$ cat src/c2dw_pkg.sv
package c2dw_pkg;

  localparam int MaxRows   = 32;
  localparam int MaxCols   = 32;
  localparam int MaxKernel = 8;

  localparam int RowW   = $clog2(MaxRows);
  localparam int ColW   = $clog2(MaxCols);
  localparam int KIdxW  = $clog2(MaxKernel);
  localparam int ImgAw  = $clog2(MaxRows * MaxCols);
  localparam int KerAw  = $clog2(MaxKernel * MaxKernel);

  localparam int ValW   = 16;
  localparam int ProdW  = 2 * ValW;
  localparam int SumW   = 40;
  localparam int ImgSzW = 6;
  localparam int KerSzW = 4;
  localparam int CfgW   = 6;
  localparam int CfgAw  = 2;
  localparam int PosW   = 6;

  typedef enum logic [1:0] {
    CMD_PIXEL  = 2'd0,
    CMD_WEIGHT = 2'd1,
    CMD_SUM    = 2'd2,
    CMD_NOP    = 2'd3
  } c2dw_cmd_e;

  typedef enum logic [CfgAw-1:0] {
    REG_IMAGE_ROWS  = 2'd0,
    REG_IMAGE_COLS  = 2'd1,
    REG_KERNEL_ROWS = 2'd2,
    REG_KERNEL_COLS = 2'd3
  } c2dw_reg_e;

  typedef enum logic [1:0] {
    S_IDLE,
    S_RUN,
    S_DRAIN,
    S_DONE
  } c2dw_state_e;

  // controller to datapath
  typedef struct packed {
    logic start;
    logic step;
    logic load_out;
  } c2dw_ctl_t;

  // datapath to controller
  typedef struct packed {
    logic kernel_empty;
    logic tap_last;
    logic pipe_busy;
  } c2dw_stat_t;

endpackage

$ cat src/c2dw_ctrl.sv
module c2dw_ctrl (
  input  logic                clk_i,
  input  logic                rst_ni,
  input  logic                in_valid_i,
  output logic                in_ready_o,
  input  logic [1:0]          cmd_i,
  output logic                out_valid_o,
  input  logic                out_ready_i,
  input  c2dw_pkg::c2dw_stat_t stat_i,
  output c2dw_pkg::c2dw_ctl_t  ctl_o
);

  c2dw_pkg::c2dw_state_e st_q, st_d;
  logic out_valid_q, out_valid_d;
  logic accept;

  assign in_ready_o  = (st_q == c2dw_pkg::S_IDLE);
  assign out_valid_o = out_valid_q;
  assign accept      = in_valid_i && in_ready_o;

  always_ff @(posedge clk_i or negedge rst_ni) begin
    if (!rst_ni) begin
      st_q        <= c2dw_pkg::S_IDLE;
      out_valid_q <= 1'b0;
    end else begin
      st_q        <= st_d;
      out_valid_q <= out_valid_d;
    end
  end

  always_comb begin
    st_d           = st_q;
    out_valid_d    = out_valid_q && !out_ready_i;
    ctl_o.start    = 1'b0;
    ctl_o.step     = 1'b0;
    ctl_o.load_out = 1'b0;
    unique case (st_q)
      c2dw_pkg::S_IDLE: begin
        if (accept) begin
          ctl_o.start = 1'b1;
          if (cmd_i == c2dw_pkg::CMD_SUM) begin
            st_d = stat_i.kernel_empty ? c2dw_pkg::S_DRAIN : c2dw_pkg::S_RUN;
          end else begin
            st_d = c2dw_pkg::S_DONE;
          end
        end
      end
      c2dw_pkg::S_RUN: begin
        ctl_o.step = 1'b1;
        if (stat_i.tap_last) begin
          st_d = c2dw_pkg::S_DRAIN;
        end
      end
      c2dw_pkg::S_DRAIN: begin
        // wait until the last product has landed in the accumulator
        if (!stat_i.pipe_busy) begin
          st_d = c2dw_pkg::S_DONE;
        end
      end
      c2dw_pkg::S_DONE: begin
        if (!out_valid_q || out_ready_i) begin
          ctl_o.load_out = 1'b1;
          out_valid_d    = 1'b1;
          st_d           = c2dw_pkg::S_IDLE;
        end
      end
      default: st_d = c2dw_pkg::S_IDLE;
    endcase
  end

`ifndef SYNTHESIS
  a_accept_leaves_idle: assert property (@(posedge clk_i) disable iff (!rst_ni)
    (in_valid_i && in_ready_o) |=> (st_q != c2dw_pkg::S_IDLE))
    else $error("accepted request did not start work");

  a_last_tap_drains: assert property (@(posedge clk_i) disable iff (!rst_ni)
    (st_q == c2dw_pkg::S_RUN && stat_i.tap_last) |=> (st_q == c2dw_pkg::S_DRAIN))
    else $error("last tap not followed by drain");

  a_no_overwrite: assert property (@(posedge clk_i) disable iff (!rst_ni)
    ctl_o.load_out |-> (!out_valid_q || out_ready_i))
    else $error("result overwritten before taken");

  a_no_step_outside_run: assert property (@(posedge clk_i) disable iff (!rst_ni)
    ctl_o.step |-> (st_q == c2dw_pkg::S_RUN))
    else $error("tap issued outside run state");
`endif

endmodule

$ cat config.mk
export PLATFORM = sky130hd
export DESIGN_NAME = c2dw_ctrl
export DESIGN_NICKNAME = d
export VERILOG_FILES = /design/src/c2dw_pkg.sv /design/src/c2dw_ctrl.sv
export SDC_FILE = /design/constraint.sdc
export NUM_CORES = 1
export LEC_CHECK = 0
export ABC_CLOCK_PERIOD_IN_PS = 2300
export BUFFER_PORTS_ARGS = -buffer_cell sky130_fd_sc_hd__buf_2
export CAP_MARGIN = 40
export CORE_AREA = 2 2 39 41
export DETAILED_ROUTE_END_ITERATION = 16
export DIE_AREA = 0 0 41 43
export HOLD_SLACK_MARGIN = 0.02
export PLACE_DENSITY_LB_ADDON = 0.15
export SETUP_SLACK_MARGIN = 0.5
export SLEW_MARGIN = 20
export SYNTH_ARGS = -nofsm -noshare
export SYNTH_HDL_FRONTEND = slang
export SYNTH_SLANG_ARGS = --single-unit
$ cat constraint.sdc
create_clock -name clk_i -period 2.3 [get_ports clk_i]
set_clock_uncertainty 0.2 [all_clocks]
set_input_delay 0.46 -clock clk_i [delete_from_list [all_inputs] [get_ports clk_i]]
set_output_delay 0.46 -clock clk_i [all_outputs]
set_load 0.005 [all_outputs]
# --- After elaboration in Yosys (flattened, before gate mapping) ---
# Cells that the tools add are included.
# W data, S select, Z words.
word_totals:
  register_bits: 3
  latchBits: 0
  mem_bits_rw: 0
  rom_bits: 0
  input_bits: 9
  output_inout_bits: 5
  word_cells: 31
  mem_count: 0
op_classes:
  add_sub_neg: 0
  mul: 0
  div: 0
  n_lt_le_gt_ge: 0
  n_eq_ne: 8
  n_shift: 0
  muxes: 14
  n_bitwise: 0
  n_reduce_logical: 7
ops:
  columns: ["op", "n"]
  rows:
  - ["$mux W2", 6]
  - ["$pmux W2 S4", 1]
  - ["$mux W1", 7]
  - ["$eq A2 B2 Y1 const B", 3]
  - ["$ne A2 B2 Y1 const B", 3]
  - ["$reduce_and A4 Y1", 1]
  - ["$eq A2 B1 Y1 const B", 1]
  - ["$logic_and A1 B1 Y1", 2]
  - ["$logic_not A1 Y1", 2]
  - ["$logic_not A2 Y1", 1]
  - ["$ne A2 B1 Y1 const B", 1]
  - ["$logic_or A1 B1 Y1", 1]

# --- Longest topological paths before layout ---
# Gate-level depths: netlist of the first run.
depth:
  ltp_word: 4
  depth_mapped: 5

# --- Least setup slack after synthesis of the first run ---
# No wires, ideal clock.
synth_timing:
  path_kind: "flip-flop to flip-flop"
  startpoint: "register st_q[1]"
  endpoint: "register st_q[1]"
  arrival_time_ns: 1.191
  t_required_ns: 1.975
  setup_slack_ns: 0.784
  path_stages_with_launch: 6
  path_cell_list: "dfrtp_1 > inv_1 > ha_1 > nand2b_1 > o2111ai_4 > mux2_4"
synth_between:
  elab_chain_cells: 4
  elab_cells_between_ends: 11
  cone_classes: "7 x eq/ne; 1 x mux; 3 x reduce/logical"
synth_rtl:
  columns: ["element", "line_no", "rtl"]
  rows:
  - ["start: declaration", "c2dw_ctrl.sv:13", "c2dw_pkg::c2dw_state_e st_q, st_d;"]
  - ["start signal: assignment", "c2dw_ctrl.sv:23", "st_q <= c2dw_pkg::S_IDLE;"]
  - ["start signal: assignment", "c2dw_ctrl.sv:26", "st_q <= st_d;"]
  - ["$logic_not A2 Y1", "c2dw_ctrl.sv:17, c2dw_ctrl.sv:37", null]
  - ["$logic_and A1 B1 Y1", "c2dw_ctrl.sv:19", "assign accept = in_valid_i && in_ready_o;"]
  - ["$ne A2 B1 Y1 (no line)", null, null]
  - ["$reduce_and A4 Y1 (no line)", null, null]
# Parallel ways exist; a longest one is shown, timed or not.
# A chain may end at the register's enable or synchronous reset.

==> impl_metrics.yaml, run 1 <==
sta:
  worstMarginPinSlew_ns: 0.202
  max_slew_margin_pct: 86.5
  rsz0062_at_grt: "yes"
  tns_ns: 0
  setup_violations: 0
  worst_slack_ns: 0.545
  hold_violations: 0
  finalMaxSlewViolations: 0
  period_share_pct: 76.3
  fmax_mhz: 570
  period_minus_slack_ns: 1.76
setup_path:
  rr_worst_depth: 6
  slowest_delay_ns: 0.40
  critPathMaxFanout: 3
  r2r_setup_slack_ns: 0.67
  crit_required_ns: 1.64
  cp.arrival_ns: 1.10
  worstPathCellList: "buf_4 -> ha_1 -> buf_2"
  startpoint_type: "register"
  cp_slowest_cell: "dfrtp_1"
  critPathKind: "reg -> out"
  cp-end-kind: "output pin"
power:
  p_comb_share_pct: 65.6
  power_switching_mw: 0.212
  power_frac_clock_pct: 15.8
  p_leak_nw: 0.238
  p_int_mw: 0.377
  swShare_pct: 36.0
  p_seq_share_pct: 18.6
  ir_drop_uv: 362
  power_density_mw_per_mm2: 1250
clock_tree:
  cts_tree: "done"
  clk-insertion-delay-late_ns: 0.23
  ctsHtreeMaxLevel: 1
  cts_sinks: 3
  clk_path_buf_depth: 2
  numCtsBuffers: 3
  cts-root-buf: "clkbuf_4"
  clk_pin_slew_ns: 0.04
grt:
  grt_use_total_pct: 6.63
  first_global_vias: 211
  grt_max_degree: 5
  grt_pass1_wl_um: 772
  gr-total-overflow: 0
  antenna_found_initial: 0
floorplan:
  start_util_pct: 20.3
  fp.dieW_um: 41
  die_y_um: 43
  die_area_mm2: 0.00176
  core-area_mm2: 0.00138
  num_rows: 14
  design.portCount: 14
placed_design:
  placed_area_um2: 365
  io_buffers: 13
  dpl_worst_slack_ns: 0.640
  dp_hpwl_um: 418
  dp_cells: 55
  gp_congestion: 0.690
job:
  maxCapViolCount: 0
yosys:
  ys_seq_area_share_pct: 26.8
  netlist-cell-type-count: 17
  post_synth.cell_area_avg_um2: 10.8
  yosys_warnings: 0
  syn_nets: 40
  syn_area_um2: 280
  synth_seq_cells: 3
  synth_cells: 26
detailed_routing:
  drcViolationCount: 0
  via_per_inst: 3.91
  wire_per_inst_um: 7.78
  drt_iter0_drc: 1
  dr.pass1.iters: 3
  vias: 254
  ant_nets: 0
  wl_um: 506
finish:
  fin_area_um2: 470
  layout_common_cells: "buf_2, buf_4, ha_1, clkbuf_4, dfrtp_1"
  layout_commonest_cell: "buf_2"
  final_layout_size_suffix_gt1_share_pct: 63.3
  syn2layout_area_growth_pct: 67.9
  nets: 64
  diodes: 0
  final_cell_count_no_fill: 65
hold_path:
  hold_depth: 3
  hold_class: "in -> reg"
outcome:
  status: "finished clean"
[critical path: cells and delay by family (launching register included)]
kind	cells	cell delay, ns
flip-flops	1	0.40
buffers and inverters	2	0.27
adder cells (fa/ha/maj)	1	0.19
[state kept, by name, indices dropped and copies added (netlist names)]
register,cells
out_valid_o,1
st_q,2
[power by group through the flow]
stage / registers (mW) / logic, mW / clock network [mW]
after floorplan: 0.106 / 0.214 / 0
after global placement: 0.112 / 0.286 / 0
after detailed placement: 0.112 / 0.285 / 0
after CTS: 0.112 / 0.345 / 0.0995
after global routing: 0.116 / 0.436 / 0.103
final: 0.110 / 0.387 / 0.0934
[what timing repair did]
| item | CTS | global route |
|---|---|---|
| pin swaps | 0 | 2 |
| buffers inserted | 3 | 2 |
| endpoints found under the hold margin | 3 | 0 |
| endpoints found under the setup margin | 2 | 3 |
| gates resized for setup | 5 | 4 |
| hold buffers | 1 | 0 |
[layout make-up]
cell class	instances	area [um^2]
fillers	149	913
clock buffers	4	26.3
inverters	3	11.3
well taps	16	20.0
multi-input cells	20	213
flip-flops and latches	3	75.1
repair buffers	19	125
[per-stage QoR]
stage               util [%]  hold WS [ns]  total power, mW
floorplan                  -       -0.0356            0.321
global placement        26.4        0.0552            0.398
detailed placement      26.4        0.0573            0.397
CTS                     31.7         0.318            0.557
global route            34.0         0.335            0.655
finish                  34.0         0.325            0.590
[cell usage after synthesis]
| master | number | area (um^2) |
|---|---|---|
| a21oi_1 | 1 | 5.00 |
| and2_1 | 1 | 6.26 |
| and2_2 | 1 | 7.51 |
| dfrtp_1 | 3 | 75.1 |
| ha_1 | 5 | 62.6 |
| inv_1 | 3 | 11.3 |
| mux2_4 | 1 | 15.0 |
| mux2i_1 | 1 | 10.0 |
| nand2_1 | 2 | 7.51 |
| nand2b_1 | 1 | 6.26 |
| nand2b_2 | 1 | 8.76 |
| nand2b_4 | 1 | 13.8 |
| nand4b_1 | 1 | 8.76 |
| nor2_1 | 1 | 3.75 |
| nor3b_1 | 1 | 7.51 |
| o2111ai_4 | 1 | 26.3 |
| o21ai_0 | 1 | 5.00 |
[layer usage]
| layer | GRT usage (%) | part of all wire [%] |
|---|---|---|
| met1 | 8.06 | 41 |
| met2 | 9.06 | 51 |
| met3 | 4.71 | 8.3 |
| met4 | 2.00 | 0 |
| met5 | 0 | 0 |
[cell families (layout without fill, tap and decap cells)]
group / count (synthesis) / count (layout) / share of synthesized area, %
AO/OA/AOI/OAI: 3 / 3 / 12.9
adder cells (fa/ha/maj): 5 / 5 / 22.3
buffers and inverters: 3 / 26 / 4.02
flip-flops: 3 / 3 / 26.8
multiplexers: 2 / 2 / 8.93
AND/OR/NAND/NOR: 10 / 10 / 25.0
[worst paths after layout]
check | startpoint | to
setup / recovery | st_q[0] | ctl_o[1]
hold / removal | out_ready_i | out_valid_o
setup reg to reg | st_q[0] | st_q[1]
hold reg to reg | out_valid_o | out_valid_o
max in group asynchronous | rst_ni | st_q[1]
min in group asynchronous | rst_ni | out_valid_o
(Power assumes the default switching activity.)
==> inputs of run 2 (changes only) <==
--- a/config.mk
+++ b/config.mk
@@ -5,7 +5,7 @@
 export SDC_FILE = /design/constraint.sdc
 export NUM_CORES = 1
 export LEC_CHECK = 0
-export ABC_CLOCK_PERIOD_IN_PS = 2300
+export ABC_CLOCK_PERIOD_IN_PS = 1770
 export BUFFER_PORTS_ARGS = -buffer_cell sky130_fd_sc_hd__buf_2
 export CAP_MARGIN = 40
 export CORE_AREA = 2 2 39 41
==> constraint.sdc (replaced) <==
create_clock -name clk_i -period 1.77 [get_ports clk_i]
set_clock_uncertainty 0.2 [all_clocks]
set_input_delay 0.354 -clock clk_i [delete_from_list [all_inputs] [get_ports clk_i]]
set_output_delay 0.354 -clock clk_i [all_outputs]
set_load 0.005 [all_outputs]
==> impl_metrics.yaml, run 2 (synthesized netlist as in run 1, its figures left out) <==
clock_tree:
  ctsHtreeMaxLevel: 1
  numCtsBuffers: 3
  clk_pin_slew_ns: 0.03
  clk_path_buf_depth: 2
  cts_tree: "done"
  clk-insertion-delay-late_ns: 0.23
  cts_sinks: 3
  cts-root-buf: "clkbuf_4"
hold_path:
  hold_class: "in -> reg"
  hp-start: "out_ready_i"
  hold_depth: 3
sta:
  hold_violations: 0
  period_minus_slack_ns: 1.64
  setup_violations: 0
  worstMarginPinSlew_ns: 0.200
  fmax_mhz: 611
  period_share_pct: 92.5
  tns_ns: 0
  finalMaxSlewViolations: 0
  rsz0062_at_grt: "yes"
  worst_slack_ns: 0.133
  max_slew_margin_pct: 86.7
finish:
  seqCellArea_um2: 75.1
  layout_commonest_cell: "buf_2"
  top_register: "st_q"
  multi_input_area_um2: 228
  syn2layout_area_growth_pct: 75.9
  diodes: 0
  layout_common_cells: "buf_2, buf_4, clkbuf_4, dfrtp_1"
  final_util_pct: 35.6
  final_cell_count_no_fill: 66
  largest_reg_flops: 2
  nets: 65
  fillers: 148
  final_layout_size_suffix_gt1_share_pct: 68.0
detailed_routing:
  drcViolationCount: 0
  wire_per_inst_um: 8.45
  via_per_inst: 3.97
  wl_um: 558
  drt_iter0_drc: 2
  dr.pass1.iters: 3
  ant_nets: 0
  vias: 262
grt:
  gr-total-overflow: 0
  grt_use_total_pct: 7.14
  first_global_vias: 233
  grt_max_degree: 5
  grt_pass1_wl_um: 869
  antenna_found_initial: 0
placed_design:
  dp_hpwl_um: 438
  io_buffers: 13
  gp_congestion: 0.654
  dpl_worst_slack_ns: 0.240
  dp_cells: 55
floorplan:
  die_y_um: 43
  design.portCount: 14
  die_area_mm2: 0.00176
  fp.dieW_um: 41
  num_rows: 14
  core-area_mm2: 0.00138
  start_util_pct: 20.3
power:
  ir_drop_uv: 459
  total_power_mw: 0.804
  p_leak_nw: 0.243
  power_density_mw_per_mm2: 1630
setup_path:
  crit_required_ns: 1.22
  cp-end-kind: "output pin"
  cp.arrival_ns: 1.08
  critPathMaxFanout: 3
  critPathKind: "reg -> out"
  startpoint_type: "register"
  worstPathCellList: "inv_2 -> buf_4 -> ha_4 -> buf_2"
  cp_slowest_cell: "dfrtp_1"
  r2r_start: "st_q[0]"
  setup.worst_path.start: "st_q[1]"
  rr_worst_depth: 6
  r2r_setup_slack_ns: 0.15
  slowest_delay_ns: 0.38
job:
  maxCapViolCount: 0
outcome:
  status: "finished clean"
==> run 2: changes by cell type in the layout (fill, tap and decap cells not counted), sizes merged <==
cell	before	now
buf	18	19
==> run 2: final timing paths <==
path | endpoint
max | ctl_o[1]
min | out_valid_o
max reg2reg | st_q[1]
min reg2reg | out_valid_o
max in group asynchronous | st_q[1]
min in group asynchronous | out_valid_o
==> run 2: area by class of cell <==
cell class / instances / area share, %
clock buffers: 4 / 5.33
flip-flops and latches: 3 / 15.2
multi-input cells: 20 / 46.2
well taps: 16 / 4.06
inverters: 3 / 2.28
repair buffers: 20 / 26.9
==> run 2: what timing repair did <==
action / 4_1_cts / 5_1_grt
setup endpoints to repair: 7 / 7
hold buffers: 1 / 0
endpoints found under the hold margin: 3 / 0
resized for setup: 6 / 2
pin swaps: 1 / 2
setup buffers: 6 / 0
==> run 2: worst max-delay path, delay by kind of cell (launching register included) <==
family | cells | cell delay, ns
adders and majority gates | 1 | 0.15
DFF | 1 | 0.38
buffers and inverters | 3 | 0.33
==> run 2: layer usage <==
metal,track usage [%],part of all wire (%)
met4,4.00,0
met1,8.41,42
met3,1.57,3.4
met5,0,0
met2,11.3,55
==> run 2: where the power goes <==
part,internal [mW],switching [mW]
logic,0.320,0.227
registers,0.107,0.0342
clock network,0.0842,0.0311
==> run 2: stage by stage <==
stage	area, um^2	hold WS (ns)
floorplan	285	-0.142
global placement	370	-0.0486
detailed placement	370	-0.0491
CTS	484	0.238
global route	493	0.246
finish	493	0.244
==> inputs of run 3 (changes only) <==
--- a/config.mk
+++ b/config.mk
@@ -5,7 +5,7 @@
 export SDC_FILE = /design/constraint.sdc
 export NUM_CORES = 1
 export LEC_CHECK = 0
-export ABC_CLOCK_PERIOD_IN_PS = 1770
+export ABC_CLOCK_PERIOD_IN_PS = 1400
 export BUFFER_PORTS_ARGS = -buffer_cell sky130_fd_sc_hd__buf_2
 export CAP_MARGIN = 40
 export CORE_AREA = 2 2 39 41
==> constraint.sdc (replaced) <==
create_clock -name clk_i -period 1.4 [get_ports clk_i]
set_clock_uncertainty 0.2 [all_clocks]
set_input_delay 0.28 -clock clk_i [delete_from_list [all_inputs] [get_ports clk_i]]
set_output_delay 0.28 -clock clk_i [all_outputs]
set_load 0.005 [all_outputs]
==> impl_metrics.yaml, run 3 (synthesized netlist as in run 1, its figures left out) <==
power:
  power_switching_mw: 0.385
  ir_drop_uv: 600
  p_int_mw: 0.649
  swShare_pct: 37.3
  p_leak_nw: 0.234
  power_density_mw_per_mm2: 2140
  p_seq_share_pct: 17.8
  power_frac_clock_pct: 14.3
  p_comb_share_pct: 67.9
finish:
  final_layout_size_suffix_gt1_share_pct: 69.4
  largest_reg_flops: 2
  final_util_pct: 34.9
  diodes: 0
  syn2layout_area_growth_pct: 72.3
  fillers: 152
  layout_common_cells: "buf_2, buf_4, inv_2, clkbuf_4, dfrtp_1"
  fin_area_um2: 483
  nets: 64
  layout_commonest_cell: "buf_2"
  top_register: "st_q"
setup_path:
  startpoint_type: "register"
  critPathKind: "reg -> out"
  cp.arrival_ns: 1.12
  r2r_setup_slack_ns: -0.16
  slowest_delay_ns: 0.40
  worstPathCellList: "inv_2 -> ha_4 -> and2_1 -> buf_2"
  cp_num_buf_inv: 2
  critPathMaxFanout: 4
  cp_top_family: "flip-flops"
  crit_required_ns: 0.92
  cp-end-kind: "output pin"
  cp_slowest_cell: "dfrtp_1"
floorplan:
  num_rows: 14
  design.portCount: 14
  die_y_um: 43
  die_area_mm2: 0.00176
  fp.dieW_um: 41
  core-area_mm2: 0.00138
  start_util_pct: 20.3
outcome:
  status: "complete, but fails checks"
  violations: "negative setup slack"
detailed_routing:
  vias: 260
  wl_um: 609
  dr.pass1.iters: 1
  wire_per_inst_um: 9.37
  ant_nets: 0
  drt_iter0_drc: 0
  via_per_inst: 4.00
  drcViolationCount: 0
sta:
  rsz0062_at_grt: "yes"
  period_minus_slack_ns: 1.60
  hold_violations: 0
  setup_violations: 6
  period_share_pct: 114
  worst_slack_ns: -0.198
  fmax_mhz: 626
  max_slew_margin_pct: 85.0
  finalMaxSlewViolations: 0
  worstMarginPinSlew_ns: 0.224
grt:
  first_global_vias: 264
  antenna_found_initial: 0
  grt_max_degree: 5
  grt_use_total_pct: 9.85
  gr-total-overflow: 0
  grt_pass1_wl_mm: 1.10
clock_tree:
  ctsHtreeMaxLevel: 1
  cts_tree: "done"
  clk_path_buf_depth: 2
  cts-root-buf: "clkbuf_4"
  clk_pin_slew_ns: 0.03
  numCtsBuffers: 3
  clk-insertion-delay-late_ns: 0.23
  cts_sinks: 3
placed_design:
  dpl_worst_slack_ns: -0.147
  placed_area_um2: 378
  gp_congestion: 0.674
  dp_hpwl_um: 472
  io_buffers: 13
hold_path:
  hold_class: "in -> reg"
job:
  maxCapViolCount: 0
## run 3: changes by cell type in the layout (fill, tap and decap cells not counted), sizes merged
cell	before	now
buf	19	18
## run 3: layer usage
layer / vias to the layer above / part of all wire, % / track usage [%]
li1: 133 / - / -
met3: 0 / 3.4 / 4.71
met2: 6 / 60 / 15.0
met5: - / 0 / 0
met1: 121 / 37 / 9.35
met4: 0 / 0 / 8.00
## run 3: final timing paths
path / start / to / cells past startpoint
setup / recovery: st_q[1] / ctl_o[2] / 4
hold / removal: out_ready_i / out_valid_o / 3
setup reg to reg: st_q[0] / st_q[1] / 5
hold reg to reg: out_valid_o / out_valid_o / 2
max in group asynchronous: rst_ni / st_q[0] / 2
min in group asynchronous: rst_ni / out_valid_o / 2
## run 3: worst reg2reg max path, stage by stage (launching register included)
cell and delay [ns]:
dfrtp_1 0.38, inv_2 0.08, ha_1 0.23, nand2_1 0.10, o2111ai_4 0.13, mux2_4 0.32
## run 3: metrics by stage
stage	instances	hold WS, ns	power, mW	setup TNS [ns]
finish	65	0.159	1.03	-0.751
global route	65	0.151	1.15	-1.23
CTS	64	0.153	0.994	-0.848
detailed placement	56	-0.121	0.699	-0.170
global placement	56	-0.121	0.692	-0.144
floorplan	26	-0.216	0.545	-0.0765
## run 3: power groups by stage
| stage | clock network [mW] | logic, mW | registers (mW) |
|---|---|---|---|
| finish | 0.148 | 0.703 | 0.184 |
| floorplan | 0 | 0.365 | 0.180 |
| global route | 0.173 | 0.782 | 0.193 |
| detailed placement | 0 | 0.513 | 0.186 |
| global placement | 0 | 0.507 | 0.184 |
| CTS | 0.158 | 0.651 | 0.184 |
## run 3: repair_timing
item                                   in CTS  in global routing
hold buffers                                1                  0
setup endpoints to repair                   8                  8
pin swaps                                   2                  1
resized for setup                           7                  1
setup buffers                               3                  1
endpoints found under the hold margin       3                  0
## run 3: cell type report
| cell class | instances | area [um^2] | area share, % |
|---|---|---|---|
| Clock buffer | 4 | 26.3 | 5.44 |
| Sequential cell | 3 | 75.1 | 15.5 |
| Inverter | 3 | 11.3 | 2.33 |
| Tap cell | 16 | 20.0 | 4.15 |
| Multi-Input combinational cell | 20 | 228 | 47.2 |
| Timing Repair Buffer | 19 | 123 | 25.4 |
